$ cat src/design/gds_pkg.sv
// Shared types and constants of the grid diffusion stencil block.
package gds_pkg;

    localparam int GRID_MAX  = 256;
    localparam int ADDR_W    = $clog2(GRID_MAX);
    localparam int SIZE_W    = ADDR_W + 1;
    localparam int VAL_W     = 24;
    localparam int GAIN_W    = 16;
    localparam int GSIZE_W   = 9;
    localparam int IDX_W     = 8;
    localparam int CFG_IDX_W = 2;
    localparam int SUM_W     = VAL_W + 3;
    localparam int PROD_W    = SUM_W + GAIN_W + 1;
    localparam int FRAC_W    = 16;
    localparam int RES_W     = PROD_W - FRAC_W + 1;
    localparam int Q_DEPTH   = 4;
    localparam int Q_AW      = $clog2(Q_DEPTH);

    // Configuration register indexes.
    localparam logic [CFG_IDX_W-1:0] CFG_GRID_SIZE = 2'd0;
    localparam logic [CFG_IDX_W-1:0] CFG_STEP_GAIN = 2'd1;
    localparam logic [CFG_IDX_W-1:0] CFG_BOUNDARY  = 2'd2;

    typedef logic signed [VAL_W-1:0] t_val;
    typedef logic [2:0]              t_jobs;

    // One bit per stencil evaluation that an input word can release.
    localparam t_jobs JOB_MAIN = 3'b001;
    localparam t_jobs JOB_LEFT = 3'b010;
    localparam t_jobs JOB_FIN  = 3'b100;

    typedef struct packed {
        logic [SIZE_W-1:0] n;
        logic [GAIN_W-1:0] gain;
        t_val              bound;
    } t_cfg;

    typedef struct packed {
        t_val              x;
        t_val              centre;
        t_val              up;
        t_val              left;
        t_val              right;
        t_val              prevc;
        t_val              left2;
        t_val              p1;
        logic [ADDR_W-1:0] row;
        logic [ADDR_W-1:0] col;
        t_jobs             jobs;
    } t_q_entry;

endpackage

$ cat src/design/gds_back.sv
// Back end: walks the stencil jobs of each queued word through sum, gain and saturation.
module gds_back (
    input  logic                          i_clk,
    input  logic                          i_rst_n,
    input  gds_pkg::t_cfg                 i_cfg,
    input  logic                          i_q_valid,
    input  gds_pkg::t_q_entry             i_q_entry,
    output logic                          o_q_pop,
    output logic                          o_valid,
    input  logic                          i_ready,
    output gds_pkg::t_val                 o_new_value,
    output logic [gds_pkg::IDX_W-1:0]     o_out_row,
    output logic [gds_pkg::IDX_W-1:0]     o_out_col,
    output logic                          o_last
);
    import gds_pkg::*;

    localparam logic signed [RES_W-1:0] SAT_MAX = RES_W'((2 ** (VAL_W - 1)) - 1);
    localparam logic signed [RES_W-1:0] SAT_MIN = RES_W'(-(2 ** (VAL_W - 1)));

    function automatic logic [IDX_W-1:0] idx8(logic [ADDR_W-1:0] a);
        logic [31:0] w;
        w = 32'(a);
        return w[IDX_W-1:0];
    endfunction

    t_jobs             r_done, pending, sel;
    logic              job_last, issue, rdy1, rdy2, rdy3;
    t_val              j_up, j_left, j_right, j_down, j_centre;
    logic [ADDR_W-1:0] j_row, j_col;

    logic                     r_v1, r_v2, r_v3;
    logic signed [SUM_W-1:0]  sum, r1_sum;
    logic signed [GAIN_W:0]   gain_s;
    logic signed [PROD_W-1:0] prod, r2_prod;
    logic signed [RES_W-1:0]  res;
    t_val                     sat, r1_centre, r2_centre;
    logic [ADDR_W-1:0]        r1_row, r1_col, r2_row, r2_col;
    logic                     r1_last, r2_last;

    t_val             r_o_value;
    logic [IDX_W-1:0] r_o_row, r_o_col;
    logic             r_o_last;

    // The lowest pending job of the head word goes next.
    always_comb begin
        pending  = i_q_valid ? (i_q_entry.jobs & ~r_done) : '0;
        sel      = pending & (~pending + t_jobs'(1));
        job_last = ((pending & ~sel) == '0);
        rdy3     = !r_v3 || i_ready;
        rdy2     = !r_v2 || rdy3;
        rdy1     = !r_v1 || rdy2;
        issue    = i_q_valid && rdy1;
        o_q_pop  = issue && job_last;
    end

    always_comb begin
        case (sel)
            JOB_MAIN: begin
                j_up     = i_q_entry.up;
                j_left   = i_q_entry.left;
                j_right  = i_q_entry.right;
                j_down   = i_q_entry.x;
                j_centre = i_q_entry.centre;
                j_row    = i_q_entry.row - ADDR_W'(1);
                j_col    = i_q_entry.col;
            end
            JOB_LEFT: begin
                j_up     = i_q_entry.prevc;
                j_left   = i_q_entry.left2;
                j_right  = i_q_entry.x;
                j_down   = i_cfg.bound;
                j_centre = i_q_entry.p1;
                j_row    = i_q_entry.row;
                j_col    = i_q_entry.col - ADDR_W'(1);
            end
            JOB_FIN: begin
                j_up     = i_q_entry.centre;
                j_left   = i_q_entry.p1;
                j_right  = i_cfg.bound;
                j_down   = i_cfg.bound;
                j_centre = i_q_entry.x;
                j_row    = i_q_entry.row;
                j_col    = i_q_entry.col;
            end
            default: begin
                j_up     = '0;
                j_left   = '0;
                j_right  = '0;
                j_down   = '0;
                j_centre = '0;
                j_row    = '0;
                j_col    = '0;
            end
        endcase
    end

    // Arithmetic shift of the product rounds toward minus infinity.
    always_comb begin
        sum    = SUM_W'(j_up) + SUM_W'(j_left) + SUM_W'(j_right) + SUM_W'(j_down)
                 - (SUM_W'(j_centre) <<< 2);
        gain_s = $signed({1'b0, i_cfg.gain});
        prod   = r1_sum * gain_s;
        res    = RES_W'(r2_centre) + RES_W'($signed(r2_prod[PROD_W-1:FRAC_W]));
        if (res > SAT_MAX) begin
            sat = SAT_MAX[VAL_W-1:0];
        end else if (res < SAT_MIN) begin
            sat = SAT_MIN[VAL_W-1:0];
        end else begin
            sat = res[VAL_W-1:0];
        end
    end

    always_ff @(posedge i_clk) begin
        if (!i_rst_n) begin
            r_v1   <= 1'b0;
            r_v2   <= 1'b0;
            r_v3   <= 1'b0;
            r_done <= '0;
        end else begin
            if (rdy1) begin
                r_v1 <= i_q_valid;
            end
            if (rdy2) begin
                r_v2 <= r_v1;
            end
            if (rdy3) begin
                r_v3 <= r_v2;
            end
            if (issue) begin
                r_done <= job_last ? '0 : (r_done | sel);
            end
        end
    end

    always_ff @(posedge i_clk) begin
        if (issue) begin
            r1_sum    <= sum;
            r1_centre <= j_centre;
            r1_row    <= j_row;
            r1_col    <= j_col;
            r1_last   <= job_last;
        end
        if (rdy2 && r_v1) begin
            r2_prod   <= prod;
            r2_centre <= r1_centre;
            r2_row    <= r1_row;
            r2_col    <= r1_col;
            r2_last   <= r1_last;
        end
        if (rdy3 && r_v2) begin
            r_o_value <= sat;
            r_o_row   <= idx8(r2_row);
            r_o_col   <= idx8(r2_col);
            r_o_last  <= r2_last;
        end
    end

    assign o_valid     = r_v3;
    assign o_new_value = r_o_value;
    assign o_out_row   = r_o_row;
    assign o_out_col   = r_o_col;
    assign o_last      = r_o_last;

    assert property (@(posedge i_clk) disable iff (!i_rst_n)
        i_q_valid |-> (pending != '0))
        else $error("queued word has no job left to run");

    assert property (@(posedge i_clk) disable iff (!i_rst_n)
        o_q_pop |=> (r_done == '0))
        else $error("job record not cleared after the word left the queue");

endmodule

$ cat config.mk
export PLATFORM = sky130hd
export DESIGN_NAME = gds_back
export DESIGN_NICKNAME = d
export VERILOG_FILES = /design/src/design/gds_pkg.sv /design/src/design/gds_back.sv
export SDC_FILE = /design/constraint.sdc
export NUM_CORES = 2
export LEC_CHECK = 0
export BUFFER_PORTS_ARGS = -buffer_cell sky130_fd_sc_hd__buf_4
export CAP_MARGIN = 0
export CORE_MARGIN = 1.5
export CORE_UTILIZATION = 56
export CTS_CLUSTER_SIZE = 12
export DETAILED_ROUTE_END_ITERATION = 10
export HOLD_SLACK_MARGIN = 0.15
export PLACE_DENSITY = 0.84
export SYNTH_ARGS = -nofsm -noshare
export SYNTH_HDL_FRONTEND = slang
export SYNTH_SLANG_ARGS = --single-unit
$ cat constraint.sdc
create_clock -name i_clk -period 8.9 [get_ports i_clk]
set_input_delay 1.78 -clock i_clk [delete_from_list [all_inputs] [get_ports i_clk]]
set_output_delay 1.78 -clock i_clk [all_outputs]
set_load 0.03 [all_outputs]
Word level (Yosys, flattened, before mapping):

Cells that the tools add are included.

* bits in read-only memories: 0
* bits in writable memories: 0
* memories kept: 0
* output and inout port bits: 43
* register bits: 200
* input bits: 264
* bits in latches: 0
* word-level logic and storage cells: 62

* shift operators: 0
* $mul: 1
* reductions and logical operators: 13
* $lt $le $gt $ge: 2
* bitwise logic cells: 7
* multiplexer cells: 10
* div/mod/pow operators: 0
* eq/ne operators: 3
* add/subtract/negate cells: 8

Operator list (count)
* $pmux W24 S3: 4
* $pmux W24 S2: 1
* $mul A27 B17 Y44: 1
* $pmux W8 S2: 2
* $add A24 B28 Y29: 1
* $gt A29 B24 Y1 const B: 1
* $lt A29 B24 Y1 const B: 1
* $add A26 B24 Y27: 1
* $sub A27 B26 Y27: 1
* $add A25 B24 Y26: 1
* $add A24 B24 Y25: 1
* $mux W24: 1
* $sub A8 B1 Y8 const B: 2
* $and A3 B3 Y3: 3
* $not A3 Y3: 3
* $mux W3: 2
* $logic_and A1 B1 Y1: 4
* $reduce_or A2 Y1: 2
* $add A3 B1 Y3 const B: 1
* $eq A3 B1 Y1 const B: 1
* $eq A3 B2 Y1 const B: 1
* $eq A3 B3 Y1 const B: 1
* $logic_not A1 Y1: 3
* $logic_not A3 Y1: 1
* other kinds (2): 4

Longest topological paths before layout:

* word-level depth: 12
* depth in mapped cells: 25
* mapped depth without buffers: 24

Worst setup path after synthesis:

No wires, ideal clock.

* kind: in2out
* from: input port i_ready
* to: output port o_q_pop
* stages: 5
* path slack: -0.929 ns
* path buffers: 0
* data arrival time: 8.049 ns
* required time: 7.120 ns
* cell sequence: nor2b_1 -> and2_1 -> a21boi_0 -> nand2_1 -> inv_1

* word-level cells in the longest chain between the ends: 5

RTL lines
* start: declaration: RTL line gds_back.sv:10 `input logic i_ready,`
* $logic_or A1 B1 Y1: RTL line gds_back.sv:50 `rdy3 = !r_v3 || i_ready;`
* $logic_or A1 B1 Y1: RTL line gds_back.sv:51 `rdy2 = !r_v2 || rdy3;`
* $logic_or A1 B1 Y1: RTL line gds_back.sv:52 `rdy1 = !r_v1 || rdy2;`
* $logic_and A1 B1 Y1: RTL line gds_back.sv:53 `issue = i_q_valid && rdy1;`
* via issue: RTL line gds_back.sv:28 `logic job_last, issue, rdy1, rdy2, rdy3;`
* $logic_and A1 B1 Y1: RTL line gds_back.sv:54 `o_q_pop = issue && job_last;`
* end: declaration: RTL line gds_back.sv:8 `output logic o_q_pop,`

The timed path passes the listed nets, and every way through them passes these cells.

Final worst setup path:

* from: input port i_cfg[26] in the netlist's numbering
* to: register r2_prod[41], data pin

* word-level cells in the longest chain between the ends: 1

RTL lines
* start: declaration: RTL line gds_back.sv:5 `input gds_pkg::t_cfg i_cfg,`
* $mul A27 B17 Y44: RTL line gds_back.sv:103 `prod = r1_sum * gain_s;`
* via prod[41]: RTL line gds_back.sv:35 `logic signed [PROD_W-1:0] prod, r2_prod;`
* end signal: assignment: RTL line gds_back.sv:145 `r2_prod <= prod;`
* end: declaration: RTL line gds_back.sv:35

The timed path passes the listed nets, and every way through them passes these cells.
A chain may end at the register's enable or synchronous reset.

==> impl_results.rst <==
.. list-table::
   :header-rows: 1

   * - Metric
     - Value
   * - Layout overhead on the synthesized area
     - 12.2%
   * - Final hold violations
     - 0
   * - Cell taking the most area after synthesis
     - sky130_fd_sc_hd__fa_1
   * - Minimum setup slack after placement
     - 0.234 ns
   * - Share of layout cells above drive strength 1
     - 12.7%
   * - Placer congestion estimate
     - 0.981
   * - Crit Path Category
     - in2reg
   * - Count of cell types in the netlist
     - 71
   * - Root buffer cell
     - sky130_fd_sc_hd__clkbuf_16
   * - HP Start
     - r1_centre[22]
   * - Slowest-stage cell, CP
     - sky130_fd_sc_hd__fa_1
   * - H-tree lvl count
     - 4
   * - Critical path's largest stage delay
     - 0.55 ns
   * - Quantity of hold-fixing buffers added after cts
     - 0
   * - Detailed-routing iteration count for the pre-antenna-repair pass
     - 8
   * - Count of filler cells inserted in the layout
     - 3650
   * - Routed via count
     - 21776
   * - IO Count
     - 307
   * - Cell count after synthesis
     - 2837
   * - Crit path setup slack, layout
     - 0.578 ns
   * - Highest-count cells in the layout ignoring fill and taps
     - sky130_fd_sc_hd__inv_1, sky130_fd_sc_hd__fa_1, sky130_fd_sc_hd__buf_4, sky130_fd_sc_hd__nand2_1, sky130_fd_sc_hd__nor2_1
   * - Highest-utilization routing layer at the global route stage
     - met2
   * - Register bit total from synthesis
     - 184
   * - CP Buf/Inv Count
     - 5
   * - Number of global-route vias before repair
     - 23603
   * - Crit path top cell by count
     - sky130_fd_sc_hd__fa_1
   * - Final HPWL DP
     - 61500 µm
   * - Grt met2 use
     - 54.5%
   * - Global-route wire length before repair
     - 123000 µm
   * - CTS tree
     - done
   * - Crit path time final
     - 8.32 ns
   * - Die outline width
     - 224 µm
   * - Launching point of the worst reg2reg path
     - r1_sum[9]
   * - WL final
     - 77600 µm
   * - Clk sink count
     - 184
   * - Number of maximum-capacitance violations
     - 0
   * - Asr flop ratio synth
     - 0%
   * - Core outline area
     - 48000 µm²
   * - Max Freq
     - 120 MHz
   * - GRT Overall Usage
     - 31.8%
   * - Fin util
     - 64.1%
   * - Post-CTS Repair Setup Buffers
     - 0
   * - Congestion Overflow GR
     - 0
   * - Area share of the largest cell type after synthesis
     - 35.9%
   * - Wire length per cell
     - 21.1 µm
   * - Post-route clock period utilization
     - 93.5%
   * - Post-DRT Antenna Nets
     - 0
   * - Clock-pin slew reported for the worst setup and hold paths after clock tree synthesis
     - 0.08 ns
   * - Post-DR vias/cell
     - 5.92
   * - Critical Path AT
     - 8.52 ns
   * - Net count, final
     - 3969
   * - Number of warnings reported in the yosys synthesis log
     - 0
   * - Synthesized netlist net count
     - 3757
   * - Dominant register cell in the synthesized netlist
     - sky130_fd_sc_hd__edfxtp_1
   * - Met3 routing resource usage after global routing
     - 5.25%
   * - Largest net degree at the start of global routing
     - 72
   * - Result of the run
     - complete, no violations
   * - PostCTS Resize Cnt
     - 0
   * - Number of endpoints failing setup at the final stage
     - 0
   * - Netlist area before placement
     - 27500 µm²
   * - Clock latency at the later pin of the worst-skew pair
     - 0.45 ns
   * - Setup repair after global routing missed its margin
     - false
   * - Min-delay worst type
     - reg2reg
   * - Standard-cell row count
     - 80
   * - Family of cells with the greatest summed delay on the critical path
     - adder cells
   * - Sequential share of the synthesized area
     - 19.9%
   * - Setup Total Neg Slack
     - 0 ns
   * - Worst clock skew
     - 0.0184 ns
   * - Initial antenna violation count
     - 2
   * - Met1 capacity usage during global routing
     - 38.9%
   * - Number of buffers on the longest clock path
     - 2
   * - Total clock buffers created by CTS
     - 17
   * - Top post-synthesis cells by area
     - sky130_fd_sc_hd__fa_1, sky130_fd_sc_hd__edfxtp_1, sky130_fd_sc_hd__inv_1, sky130_fd_sc_hd__ha_1, sky130_fd_sc_hd__nand2_1
   * - Number of enable flip-flop cells after synthesis
     - 178
   * - Violation count after the first detailed-route iteration
     - 2035
   * - Final worst hold slack
     - 0.417 ns
   * - Start point of the critical path
     - i_cfg[26]
   * - Worst endpoint required time
     - 9.10 ns
   * - Die ar.
     - 50400 µm²
   * - Ordered cell list for the critical path
     - buf_4, nand2_1, fa_1, fa_1, fa_1, inv_1, fa_1, fa_1, inv_1, fa_1, inv_1, ha_1, a21o_1, a311oi_1, o21ai_1, o2111ai_1, a211oi_1, buf_4, a22oi_1, o21ai_1, o41ai_1, xnor2_1
   * - Quantity of I/O buffers inserted on ports
     - 297
   * - CP Max Fanout
     - 27
   * - Worst Tran Pin Value
     - 1.00 ns
   * - Initial core utilization
     - 57.2%
   * - Die Y-Extent
     - 224 µm
   * - Worst setup EP type
     - flop
   * - Detailed-route DRC error count
     - 0
   * - Relative slew slack
     - 33.1%
   * - Count of pins over their slew limit
     - 0
   * - Avg Cell Area, Syn
     - 9.68 µm²
   * - Commonest non-fill, non-tap cell in the layout
     - sky130_fd_sc_hd__inv_1
   * - Kind of start point of the critical path
     - primary input
sequential cells by signal, indices dropped and copies added (netlist names):
name,count
r2_prod,28
r1_col,8
r2_last,1
o_out_row,8
o_new_value,24
o_valid,1
o_out_col,8
r1_last,1
r2_row,8
r1_centre,24
r2_col,8
r1_row,8
r2_centre,24
r_done,3
r1_sum,27
r_v1,1
o_last,1
r_v2,1
cell type report:
cell class                      count  area, µm²  area share, %
Timing Repair Buffer              318       2410           7.83
Tap cell                          615        769           2.50
Sequential cell                   184       5470           17.7
Clock inverter                     14        183          0.593
Antenna cell                        2       5.00         0.0162
Multi-Input combinational cell   1922      19300           62.5
Clock buffer                       18        439           1.42
Inverter                          606       2270           7.38
cell families (layout without fill, tap and decap cells):
family | count (synthesis) | after routing | synth area share [%]
flops | 184 | 184 | 19.9
fa+ha+maj | 656 | 656 | 43.4
mux | 2 | 2 | 0.0774
simple gates | 764 | 764 | 12.9
compound gates | 414 | 414 | 10.8
xor+xnor | 86 | 86 | 2.89
other cells | 0 | 2 | 0
buf+inv | 731 | 956 | 10.1
stage by stage:
step | cell area, µm² | instances
3_5_place_dp | 30200 | 3645
5_1_grt | 30800 | 3679
4_1_cts | 30800 | 3677
2_1_floorplan | 27500 | 2837
3_3_place_gp | 30200 | 3645
6_report | 30800 | 3679
metal layers:
metal	share of wire (%)	up-vias
met1	36	10898
met5	0	-
li1	-	9368
met4	5.4	0
met3	8.4	306
met2	50	1204
cell usage after synthesis (all sizes together) (6+ instances only):
master	instances
edfxtp	178
nor2b	7
and2	178
inv	606
a22oi	41
a211oi	8
o21bai	7
nand4	7
xnor2	62
clkbuf	111
a21oi	97
o21a	15
a21o	57
nand2	300
nor2	194
dfxtp	6
a221oi	60
xor2	24
fa	493
o21ai	61
ha	163
a22o	9
a31oi	8
nand3	10
a221o	16
buf	14
or3	7
nor3	22
and3	17
final timing paths:
kind	depth (start not counted)	slack [ns]	to
hold / removal	0	0.42	r2_centre[22]
setup reg to reg	22	1.34	r2_prod[41]
setup / recovery	22	0.58	r2_prod[41]
hold reg to reg	0	0.42	r2_centre[22]
worst reg2reg max path, stage by stage (launching register included):
cell	delay [ns]
sky130_fd_sc_hd__edfxtp_1	0.72
sky130_fd_sc_hd__and2_1	0.34
sky130_fd_sc_hd__fa_1	0.53
sky130_fd_sc_hd__inv_1	0.05
sky130_fd_sc_hd__fa_1	0.46
sky130_fd_sc_hd__fa_1	0.53
sky130_fd_sc_hd__inv_1	0.07
sky130_fd_sc_hd__fa_1	0.49
sky130_fd_sc_hd__fa_1	0.49
sky130_fd_sc_hd__inv_1	0.05
sky130_fd_sc_hd__fa_1	0.49
sky130_fd_sc_hd__inv_1	0.05
sky130_fd_sc_hd__ha_1	0.30
sky130_fd_sc_hd__a21o_1	0.21
sky130_fd_sc_hd__a311oi_1	0.21
sky130_fd_sc_hd__o21ai_1	0.27
sky130_fd_sc_hd__o2111ai_1	0.43
sky130_fd_sc_hd__a211oi_1	0.21
sky130_fd_sc_hd__buf_4	0.21
sky130_fd_sc_hd__a22oi_1	0.42
sky130_fd_sc_hd__o21ai_1	0.23
sky130_fd_sc_hd__o41ai_1	0.41
sky130_fd_sc_hd__xnor2_1	0.14
Power is left out: the tool's default activity adds up to more than one toggle a clock period on the data nets, which glitch-free logic cannot reach.
