`src/design/gds_pkg.sv`:
```
// Shared types and constants of the grid diffusion stencil block.
package gds_pkg;

    localparam int GRID_MAX  = 256;
    localparam int ADDR_W    = $clog2(GRID_MAX);
    localparam int SIZE_W    = ADDR_W + 1;
    localparam int VAL_W     = 24;
    localparam int GAIN_W    = 16;
    localparam int GSIZE_W   = 9;
    localparam int IDX_W     = 8;
    localparam int CFG_IDX_W = 2;
    localparam int SUM_W     = VAL_W + 3;
    localparam int PROD_W    = SUM_W + GAIN_W + 1;
    localparam int FRAC_W    = 16;
    localparam int RES_W     = PROD_W - FRAC_W + 1;
    localparam int Q_DEPTH   = 4;
    localparam int Q_AW      = $clog2(Q_DEPTH);

    // Configuration register indexes.
    localparam logic [CFG_IDX_W-1:0] CFG_GRID_SIZE = 2'd0;
    localparam logic [CFG_IDX_W-1:0] CFG_STEP_GAIN = 2'd1;
    localparam logic [CFG_IDX_W-1:0] CFG_BOUNDARY  = 2'd2;

    typedef logic signed [VAL_W-1:0] t_val;
    typedef logic [2:0]              t_jobs;

    // One bit per stencil evaluation that an input word can release.
    localparam t_jobs JOB_MAIN = 3'b001;
    localparam t_jobs JOB_LEFT = 3'b010;
    localparam t_jobs JOB_FIN  = 3'b100;

    typedef struct packed {
        logic [SIZE_W-1:0] n;
        logic [GAIN_W-1:0] gain;
        t_val              bound;
    } t_cfg;

    typedef struct packed {
        t_val              x;
        t_val              centre;
        t_val              up;
        t_val              left;
        t_val              right;
        t_val              prevc;
        t_val              left2;
        t_val              p1;
        logic [ADDR_W-1:0] row;
        logic [ADDR_W-1:0] col;
        t_jobs             jobs;
    } t_q_entry;

endpackage

```
`src/design/gds_queue.sv`:
```
// Short queue of gathered stencil operands between the front and back ends.
module gds_queue (
    input  logic              i_clk,
    input  logic              i_rst_n,
    input  logic              i_push,
    output logic              o_push_ready,
    input  gds_pkg::t_q_entry i_entry,
    output logic              o_valid,
    input  logic              i_pop,
    output gds_pkg::t_q_entry o_entry
);
    import gds_pkg::*;

    t_q_entry        r_mem [Q_DEPTH];
    logic [Q_AW-1:0] r_wp, r_rp;
    logic [Q_AW:0]   r_cnt;
    logic            push_fire;

    assign o_push_ready = (r_cnt != (Q_AW + 1)'(Q_DEPTH));
    assign o_valid      = (r_cnt != '0);
    assign o_entry      = r_mem[r_rp];
    assign push_fire    = i_push && o_push_ready;

    always_ff @(posedge i_clk) begin
        if (!i_rst_n) begin
            r_wp  <= '0;
            r_rp  <= '0;
            r_cnt <= '0;
        end else begin
            if (push_fire) begin
                r_wp <= r_wp + Q_AW'(1);
            end
            if (i_pop) begin
                r_rp <= r_rp + Q_AW'(1);
            end
            case ({push_fire, i_pop})
                2'b10: begin
                    r_cnt <= r_cnt + (Q_AW + 1)'(1);
                end
                2'b01: begin
                    r_cnt <= r_cnt - (Q_AW + 1)'(1);
                end
                default: begin
                    r_cnt <= r_cnt;
                end
            endcase
        end
    end

    always_ff @(posedge i_clk) begin
        if (push_fire) begin
            r_mem[r_wp] <= i_entry;
        end
    end

    assert property (@(posedge i_clk) disable iff (!i_rst_n)
        (r_cnt <= (Q_AW + 1)'(Q_DEPTH)) && (!i_pop || o_valid))
        else $error("queue overflow or pop from an empty queue");

    assert property (@(posedge i_clk) disable iff (!i_rst_n)
        (push_fire && !i_pop) |=> (r_cnt == $past(r_cnt) + (Q_AW + 1)'(1)))
        else $error("queue fill count lost a push");

endmodule

```
`config.mk`:
```
export PLATFORM = sky130hd
export DESIGN_NAME = gds_queue
export DESIGN_NICKNAME = d
export VERILOG_FILES = /design/src/design/gds_pkg.sv /design/src/design/gds_queue.sv
export SDC_FILE = /design/constraint.sdc
export NUM_CORES = 1
export LEC_CHECK = 0
export ABC_AREA = 1
export BUFFER_PORTS_ARGS = -buffer_cell sky130_fd_sc_hd__buf_2
export CAP_MARGIN = 5
export CORE_MARGIN = 8
export CORE_UTILIZATION = 35
export CTS_BUF_LIST = sky130_fd_sc_hd__clkbuf_2 sky130_fd_sc_hd__clkbuf_4 sky130_fd_sc_hd__clkbuf_8
export DETAILED_ROUTE_END_ITERATION = 12
export PLACE_DENSITY_LB_ADDON = 0.25
export SLEW_MARGIN = 20
export SYNTH_ARGS = -nofsm -noshare
export SYNTH_HDL_FRONTEND = slang
export SYNTH_SLANG_ARGS = --single-unit
```
`constraint.sdc`:
```
create_clock -name i_clk -period 12.4 [get_ports i_clk]
set_input_delay 3.1 -clock i_clk [delete_from_list [all_inputs] [get_ports i_clk]]
set_output_delay 3.1 -clock i_clk [all_outputs]
set_load 0.02 [all_outputs]
```
======== Word-level counts from Yosys, hierarchy flattened ========
Memories as Yosys holds them, arrays and structs flattened. A register that Yosys moved wholly into a read port is not among the register bits.
Cells that the tools add are included.
word-level totals
  register bits ........................... 7
  bits in writable memories ............... 844
  output and inout bits ................... 213
  word-level logic and storage cells ...... 19
  memories kept ........................... 1
memories
  name   depth  bits a word  rd ports  clocked after memory_dff  wr ports  RTL line         RTL
  r_mem  4      211          1         1                         1         gds_queue.sv:14  t_q_entry r_mem [Q_DEPTH];
operators by class
  add/subtract/negate cells ............... 4
  equality and inequality tests ........... 3
  multiplexer cells ....................... 5
  reductions and logical operators ........ 3
operators by type and width
  operator                                                             count
  3-bit one-hot mux with 2 select lines                                1
  2-bit by 1-bit adder with 2-bit output (second input constant)       2
  2-bit 2-to-1 mux                                                     2
  3-bit by 1-bit adder with 3-bit output (second input constant)       1
  3-bit inequality test (second input constant)                        1
  3-bit nonzero test                                                   1
  3-bit by 1-bit subtractor with 3-bit output (second input constant)  1
  2-bit by 1-bit == test with 1-bit output (second input constant)     1
  2-bit == test (second input constant)                                1
  1-bit 2-to-1 mux                                                     2
  2-bit nonzero test                                                   1
  1-bit logical AND                                                    1

======== Depth between registers and ports, before layout ========
Gate-level depths: netlist of the first run.
  depth in word-level cells ............... 4
  gate-level depth with buffers ........... 12

======== Least setup slack after synthesis of the first run ========
OpenSTA, ideal clock, no wires.
  path type ............................... input to register
  start ................................... in i_push
  end ..................................... mem r_mem[0][0] (netlist name) (enable)
  arrival time ............................ 11.980 ns
  slack ................................... -0.367 ns
  stages .................................. 2
  path through ............................ nand2_1 > nor2_1
on the way
  word-level cells in the longest chain between the ends .. 3
ends and longest elaborated chain
  element                                 RTL line         RTL
  start: declaration                      gds_queue.sv:5   input logic i_push,
  1-bit logical AND                       gds_queue.sv:22  assign push_fire = i_push && o_push_ready;
  1-bit 2-to-1 mux                        gds_queue.sv:51  if (push_fire) begin
  1-bit 2-to-1 mux (not written as such)  gds_queue.sv:52  r_mem[r_wp] <= i_entry;
  end: declaration                        gds_queue.sv:14
Every way passes these cells.

==> impl_results.md, run 1 <==
- DRT Pass-1 Iters: 5
- Syn Area/Cell: 15.05 µm²
- WL final: 82380 µm
- First DRT Iteration DRCs: 1440
- # setup viols final: 0
- Site row count: 110
- Net Count, Synth: 2322
- Post-CTS sizing: 0
- Synth-to-layout area growth: 18.96%
- Post-CTS Setup Inserts: 0
- Critical path data arrival time: 4.35 ns
- Fmax: 0.1342 GHz
- Antenna violations before repair: 16
- Clock buffer depth: 3
- Sequential Area: 0.02553 mm²
- Antenna-violating nets left: 0
- Via/cell ratio: 5.044
- CTS Hold Bufs: 0
- FILL cells: 8180
- Clock root buffer master: clkbuf_8
- Post-synth ARST share: 0
- IO buf count: 427
- Final net count: 2782
- Reg-to-reg slack, setup: 8.67 ns
- Most used DFF post-synth: edfxtp_1
- RR Endpoint: r_mem[3][131]
- Share of the synthesized area in the top cell type: 0.8015
- Top cells by count, synth: 844 x edfxtp_1, 431 x nor2_1, 372 x o21ai_0
- GPL Wtd Cong: 0.7416
- Mapped Cells: 2101
- Worst skew pair latency: 0.79 ns
- Post-synth EDFFs: 844
- Crit path launch type: flip-flop
- RSZ-0062 raised after global routing: no
- Synthesized cell area: 0.03162 mm²
- Crit path required time: 9.30 ns
- Synth Register Bits: 853
- TritonCTS Buffers: 145
- Post-synthesis sequential area ratio: 0.8072
- Cell taking the most area after synthesis: edfxtp_1
- Min Hold Slack: 0.4282 ns
- LEAKAGE: 12.95 nW
- Slew HR: 0.2929
- Final hold vios: 0
- Worst Clk Skew: 0.03703 ns
- R2R Path Start: r_cnt[0]
- DP Area: 0.03469 mm²
- CP endpoint kind: primary output
- CTS HTree Levels: 4
- CTS tree: built
- Status: finished clean
- Final Util: 0.4192
- Pin count of the biggest net entering global routing: 233
- Distinct cell type count after synthesis: 21
- MaxCap Viol Count: 0
- Crit path to: o_entry[97]
- Gr ovfl total: 0
- I/O Pins: 428
- DIE AREA: 0.1002 mm²
- Worst hold path type: reg -> reg
- Synth Warn #: 0
- Core ar.: 0.08974 mm²
- Slew Viols, Final: 0
- Vias in the first global route: 19.53k
- Residual DRC count: 0
- Crit path time final: 7.450 ns
- Slew of the pin with the lowest slew margin: 1.061 ns
- CTS sink cnt: 853
- Critical setup path kind: reg -> out
- WHS Path Cells: 1
- Share of layout cells above drive strength 1: 0.2559
- Initial core utilization: 0.3524
- Post-DP HPWL: 47500 µm
- Most frequent cell after synthesis: edfxtp_1
- CP max FO: 232
- Global-route wire length before repair: 120400 µm
- Die W: 316.6 µm
- Top cells by area, synth: edfxtp_1 80%, o21ai_0 5.9%, nor2_1 5.1%
- Multi-input gate area: 0.005271 mm²
- Power per cell area: 176.3 mW/mm²
- Worst VDD drop: 0.09393 mV
- Final worst path period share: 0.6008
- GRT Util Overall: 0.1583
- Worst-path clk slew: 0.06 ns
- Die Y: 316.6 µm
- WL per Instance: 21.41 µm
- Reg2reg path depth: 6
- Vias: 19.40k
- Post-route cell area: 0.03761 mm²
==> kinds of logic after synthesis <==
kind of cell	synth area share
and+or+nand+nor	0.05318
buffers and inverters	0.02703
adders and majority gates	0.002612
DFF	0.8072
AOI/OAI and AO/OA	0.1100
==> cell usage in the layout (no fill, tap or decap), types with 2 or more instances in the layout <==
cell        netlist  layout
a21oi_1           5       5
buf_2            61     427
nand2_1           8       8
inv_1            14      14
o21ai_0         372     372
dfxtp_1           9       7
diode_2           0       6
clkinvlp_4        0       2
clkbuf_8          0     147
buf_12            0       2
nand3_1           4       4
clkbuf_4          0      46
buf_4            15      22
edfxtp_1        844     844
dfxtp_4           0       2
bufinv_16         0       7
o22ai_1         211     211
inv_6             0       9
clkinv_8          0       5
clkinv_2          0       8
o21ai_1          54      54
nor2_4            0       4
ha_1              5       5
clkinv_1          0      29
nor2_1          431     427
==> per-layer routing <==
layer,routed length (µm),track usage,vias up
met2,41670,0.2701,598
met4,2029,0.05661,10
met3,4935,0.03941,144
met5,59,0,-
li1,-,-,8924
met1,33680,0.1947,9727
==> power by group <==
part	total, mW	leakage [nW]	internal, mW	switching, mW
registers	3.41	7.81	3.36	0.0467
clock network	2.49	1.51	1.39	1.10
logic	0.733	3.63	0.193	0.541
==> state kept, by name (all words and copies together), names as in the netlist, named ones only <==
register / count
r_mem: 844
r_cnt: 3
r_rp: 2
r_wp: 2
==> worst max-delay path, cell delays in order (launching register included) <==
cell      delay [ns]
dfxtp_4         1.03
clkinv_8        0.95
buf_4           0.58
buf_16          0.26
o21ai_0         0.20
o22ai_1         0.13
buf_2           0.18
==> worst min path at each step <==
| stage | from | slack (ns) | end |
|---|---|---|---|
| 6_report | r_rp[1] | 0.43 | flip-flop |
| 5_1_grt | r_rp[1] | 0.45 | flip-flop |
| 4_1_cts | r_rp[1] | 0.43 | flip-flop |
| 3_5_place_dp | r_rp[1] | 0.42 | flip-flop |
| 3_3_place_gp | r_rp[1] | 0.42 | flip-flop |
| 2_1_floorplan | r_rp[1] | 0.41 | flip-flop |
==> metrics by stage <==
stage	setup TNS [ns]	setup WS, ns	std cells	power (mW)
floorplan	-309.71	-0.3670	2101	3.934
global placement	0	5.729	3589	4.191
detailed placement	0	5.640	3589	4.211
CTS	0	4.693	3840	6.725
global route	0	4.559	3847	6.907
finish	0	4.950	3847	6.632
==> cell type report <==
type / instances / share of cell area
sequential: 853 / 0.6788
multi-input combinational: 1093 / 0.1401
timing repair buffer: 452 / 0.06300
clock buffer: 193 / 0.06297
tap: 1176 / 0.03912
clock inverter: 58 / 0.01354
inverter: 16 / 0.002062
antenna: 6 / 0.0003992
(Power assumes the default switching activity.)
==> run 2: changes to the inputs <==
==> constraint.sdc (replaced) <==
create_clock -name i_clk -period 7.65 [get_ports i_clk]
set_input_delay 1.9125 -clock i_clk [delete_from_list [all_inputs] [get_ports i_clk]]
set_output_delay 1.9125 -clock i_clk [all_outputs]
set_load 0.02 [all_outputs]
==> run 2 against run 1 <==
Via count down 1.4%. Design area about the same. Total power up 61%. Clock power up 59%. Setup slack worse by 2.8 ns. First-iteration DRC count down 0.97%. Non-clock buffer count down 8.
==> impl_results.md, run 2 (synthesis gave the netlist of run 1 again) <==
- Pin count of the biggest net entering global routing: 216
- Slew Viols, Final: 0
- TritonCTS Buffers: 146
- Power Total: 10.66 mW
- WL final: 80560 µm
- Crit path required time: 5.74 ns
- Synth-to-layout area growth: 19.04%
- # setup viols final: 0
- Pint: 7.982 mW
- CP max stage delay: 0.76 ns
- CTS Hold Bufs: 0
- GPL Wtd Cong: 0.7415
- Status: finished clean
- Min Hold Slack: 0.4262 ns
- Critical path's slowest cell: inv_6
- DP Area: 0.03475 mm²
- First DRT Iteration DRCs: 1426
- Gr ovfl total: 0
- Comb pwr share: 0.112
- CTS tree: built
- Post-route cell area: 0.03764 mm²
- Top Registers: r_mem: 844 flops, r_cnt: 3 flops
- DRT Pass-1 Iters: 5
- CP endpoint kind: primary output
- Reg2reg path depth: 5
- Max FFs per register: 844
- Most common cell after layout, fill and taps aside: edfxtp_1
- Core ar.: 0.08974 mm²
- Post-placement cell count: 3582
- WL per Instance: 20.90 µm
- Count of non-filler cells in the finished layout: 3854
- CTS HTree Levels: 4
- Buf+Inv Stages, Crit Path: 3
- Final hold vios: 0
- Clock root buffer master: clkbuf_8
- Antenna-violating nets left: 0
- Worst-path clk slew: 0.06 ns
- Final net count: 2775
- Clock buffer depth: 3
- Clock power frac: 0.372
- Crit path time final: 5.497 ns
- I/O Pins: 428
- Critical setup path kind: reg -> out
- CTS sink cnt: 853
- LEAKAGE: 12.91 nW
- Crit path launch type: flip-flop
- Vias: 19.14k
- DIE AREA: 0.1002 mm²
- Residual DRC count: 0
- Worst Clk Skew: 0.03566 ns
- Final worst path period share: 0.7185
- Global-route wire length before repair: 117200 µm
- Fmax: 0.1819 GHz
- Total negative slack: 0 ns
- Power per cell area: 283.2 mW/mm²
- GRT Util Overall: 0.1541
- Crit-path cells: inv_6 > buf_4 > o21ai_1 > o22ai_1 > buf_2
- Worst path depth: 5
- Worst skew pair latency: 0.77 ns
- IO buf count: 427
- Critical path data arrival time: 3.58 ns
- Site row count: 110
- WHS Path Cells: 1
- Slew of the pin with the lowest slew margin: 1.239 ns
- Slew HR: 0.1738
- Net Sw Power: 2.679 mW
- Most frequent cells in the layout: 844 x edfxtp_1, 427 x nor2_1, 427 x buf_2
- FILL cells: 8232
- RSZ-0062 raised after global routing: no
- CP max FO: 113
- Die W: 316.6 µm
- Share of layout cells above drive strength 1: 0.2543
- Post-CTS sizing: 0
- Antenna violations before repair: 27
- Post-DP HPWL: 44360 µm
- CP top delay family: buffers and inverters
- Sw Share: 0.2513
- Via/cell ratio: 4.966
- Post-CTS Setup Inserts: 0
- MaxCap Viol Count: 0
- Seq pwr share: 0.516
- Biggest register: r_mem
- Die Y: 316.6 µm
- Worst VDD drop: 0.2159 mV
- Worst hold path type: reg -> reg
- Vias in the first global route: 18.93k
- Initial core utilization: 0.3524
## run 2: worst register-to-register path, cell delays in order, from the launching register on
cell and delay [ns]:
dfxtp_1 0.33, inv_1 0.09, nand3_1 0.20, nand2_1 0.31, nor2_4 0.25, buf_12 0.42
## run 2: final cells by class
class	count	area, µm²	area share
repair buffers	444	2406	0.06392
clock inverters	53	399.1	0.01060
flip-flops and latches	853	25530	0.6783
clock buffers	199	2432	0.06462
multi-input cells	1093	5271	0.1400
diodes	20	50.05	0.001330
inverters	16	77.57	0.002061
well taps	1176	1471	0.03909
## run 2: stage by stage
stage	util	setup WS [ns]
2_1_floorplan	-	-0.3913
3_3_place_gp	0.3873	2.809
3_5_place_dp	0.3873	2.813
4_1_cts	0.4189	1.907
5_1_grt	0.4193	1.794
6_report	0.4195	2.153
## run 2: metal layers
metal / wire [µm] / track usage
met3: 4907 / 0.04248
met5: 62 / 0
met4: 2610 / 0.06897
met1: 32280 / 0.1805
met2: 40710 / 0.2638
## run 2: final timing paths
kind / from / end / slack (ns)
hold reg to reg: r_rp[1] / flip-flop / 0.43
setup reg to reg: r_cnt[1] / r_mem[1][43] / 5.31
setup / recovery: flip-flop / o_entry[129] / 2.15
hold / removal: r_rp[1] / flip-flop / 0.43
## run 2: power by group through the flow
stage               Combinational (mW)  Clock [mW]  Sequential (mW)
floorplan                        0.706           0             5.63
global placement                  1.20           0             5.59
detailed placement                1.22           0             5.60
CTS                               1.23        4.10             5.51
global route                      1.29        4.28             5.52
finish                            1.19        3.96             5.51
==> run 3: changes to the inputs <==
==> constraint.sdc (replaced) <==
create_clock -name i_clk -period 5.58 [get_ports i_clk]
set_input_delay 1.395 -clock i_clk [delete_from_list [all_inputs] [get_ports i_clk]]
set_output_delay 1.395 -clock i_clk [all_outputs]
set_load 0.02 [all_outputs]
==> run 3 against run 2 <==
First-iteration DRC count fell by 3.9%. Combinational power up 38%. Sequential share of layout area shrank 0.18 points. Cell count about the same. Flip-flop and latch count unchanged. Critical path depth did not move. Non-clock buffer count increased by 11. Setup slack lost 1.2 ns. Die area unchanged. Design area rose by 0.26%. Largest cell class unchanged. Highest routed layer unchanged.
==> impl_results.md, run 3 (synthesis gave the netlist of run 1 again) <==
- Status: finished clean
- Final Util: 0.4206
- Site row count: 110
- Max FFs per register: 844
- Via/cell ratio: 5.035
- Synth-to-layout area growth: 19.35%
- Crit-path cells: clkinv_8 > buf_4 > o21ai_0 > o22ai_1 > buf_2
- Gr ovfl total: 0
- Post-DP HPWL: 46320 µm
- Power per cell area: 387.4 mW/mm²
- Crit path time final: 4.616 ns
- Fmax: 0.2166 GHz
- Critical setup path kind: reg -> out
- Total negative slack: 0 ns
- Worst Clk Skew: 0.03361 ns
- LEAKAGE: 12.98 nW
- Final worst path period share: 0.8273
- Post-CTS sizing: 0
- Pin count of the biggest net entering global routing: 207
- CTS HTree Levels: 4
- Clock buffer depth: 3
- Die W: 316.6 µm
- IO buf count: 427
- Residual DRC count: 0
- Min Hold Slack: 0.4242 ns
- Crit path launch type: flip-flop
- CTS Hold Bufs: 0
- CP endpoint kind: primary output
- CTS sink cnt: 853
- RSZ-0062 raised after global routing: no
- Vias in the first global route: 19.16k
- Post-CTS Setup Inserts: 0
- Post-placement cell count: 3593
- DIE AREA: 0.1002 mm²
- Most frequent cells in the layout: 844 x edfxtp_1, 427 x nor2_1, 427 x buf_2
- Antenna-violating nets left: 0
- CP top delay family: buffers and inverters
- Slew HR: 0.2942
- Die Y: 316.6 µm
- Worst hold path type: reg -> reg
- Most common cell after layout, fill and taps aside: edfxtp_1
- Share of layout cells above drive strength 1: 0.2567
- Core ar.: 0.08974 mm²
- Worst skew pair latency: 0.77 ns
- Initial core utilization: 0.3524
- Global-route wire length before repair: 117600 µm
- Biggest register: r_mem
- Worst VDD drop: 0.1796 mV
- Final net count: 2785
- I/O Pins: 428
- DRT Pass-1 Iters: 7
- Slew of the pin with the lowest slew margin: 1.059 ns
- GRT Util Overall: 0.1548
- TritonCTS Buffers: 145
- MaxCap Viol Count: 0
- GPL Wtd Cong: 0.7553
- Critical path data arrival time: 3.22 ns
- Count of non-filler cells in the finished layout: 3857
- CP max stage delay: 0.67 ns
- Vias: 19.42k
- Crit path required time: 4.18 ns
- First DRT Iteration DRCs: 1370
- WL final: 81410 µm
- WL per Instance: 21.11 µm
- Worst-path clk slew: 0.05 ns
- Critical path's slowest cell: dfxtp_4
- Slew Viols, Final: 0
- Top Registers: r_mem: 844 flops, r_cnt: 3 flops
- CP max FO: 178
- CTS tree: built
- # setup viols final: 0
- Antenna violations before repair: 29
- Buf+Inv Stages, Crit Path: 3
- Power Total: 14.62 mW
- Final hold vios: 0
- Clock root buffer master: clkbuf_8
[run 3: cell count changes in the layout (fill, tap and decap cells not counted), moves of 2 or more]
cell        previous run  this run
buf_12                11        15
buf_4                  5        13
clkinvlp_4             5         3
diode_2               20        13
clkinv_2              10        12
inv_6                  3         1
[run 3: layout make-up]
type | count | area, µm²
clock buffer | 197 | 2411
timing repair buffer | 455 | 2535
clock inverter | 54 | 407.9
tap | 1176 | 1471
sequential | 853 | 25530
multi-input combinational | 1093 | 5271
inverter | 16 | 77.57
antenna | 13 | 32.53
fill | 8144 | 52000
[run 3: power by group]
part	total [mW]	internal, mW	switching, mW
registers	7.55	7.46	0.0927
clock network	5.42	3.03	2.40
logic	1.64	0.444	1.20
[run 3: final timing paths]
path	slack, ns	depth (start not counted)	end	start
setup / recovery	0.96	5	o_entry[46]	flip-flop
hold reg to reg	0.42	1	flip-flop	r_rp[1]
setup reg to reg	3.03	5	r_mem[0][132]	r_cnt[0]
hold / removal	0.42	1	flip-flop	r_rp[1]
[run 3: through the flow]
step | area [µm²] | setup slack [ns]
after global placement | 34890 | 1.807
after detailed placement | 34890 | 1.749
after floorplan | 31630 | -1.944
after CTS | 37710 | 0.8377
after global routing | 37720 | 0.6689
final | 37740 | 0.9637
[run 3: routing by layer]
metal  vias to the layer above  routed length (µm)  track usage
li1                       8944                   -            -
met1                      9713               31840       0.1790
met4                        10                2127      0.05931
met3                       170                5261      0.04463
met5                         -                  69            0
met2                       583               42120       0.2710
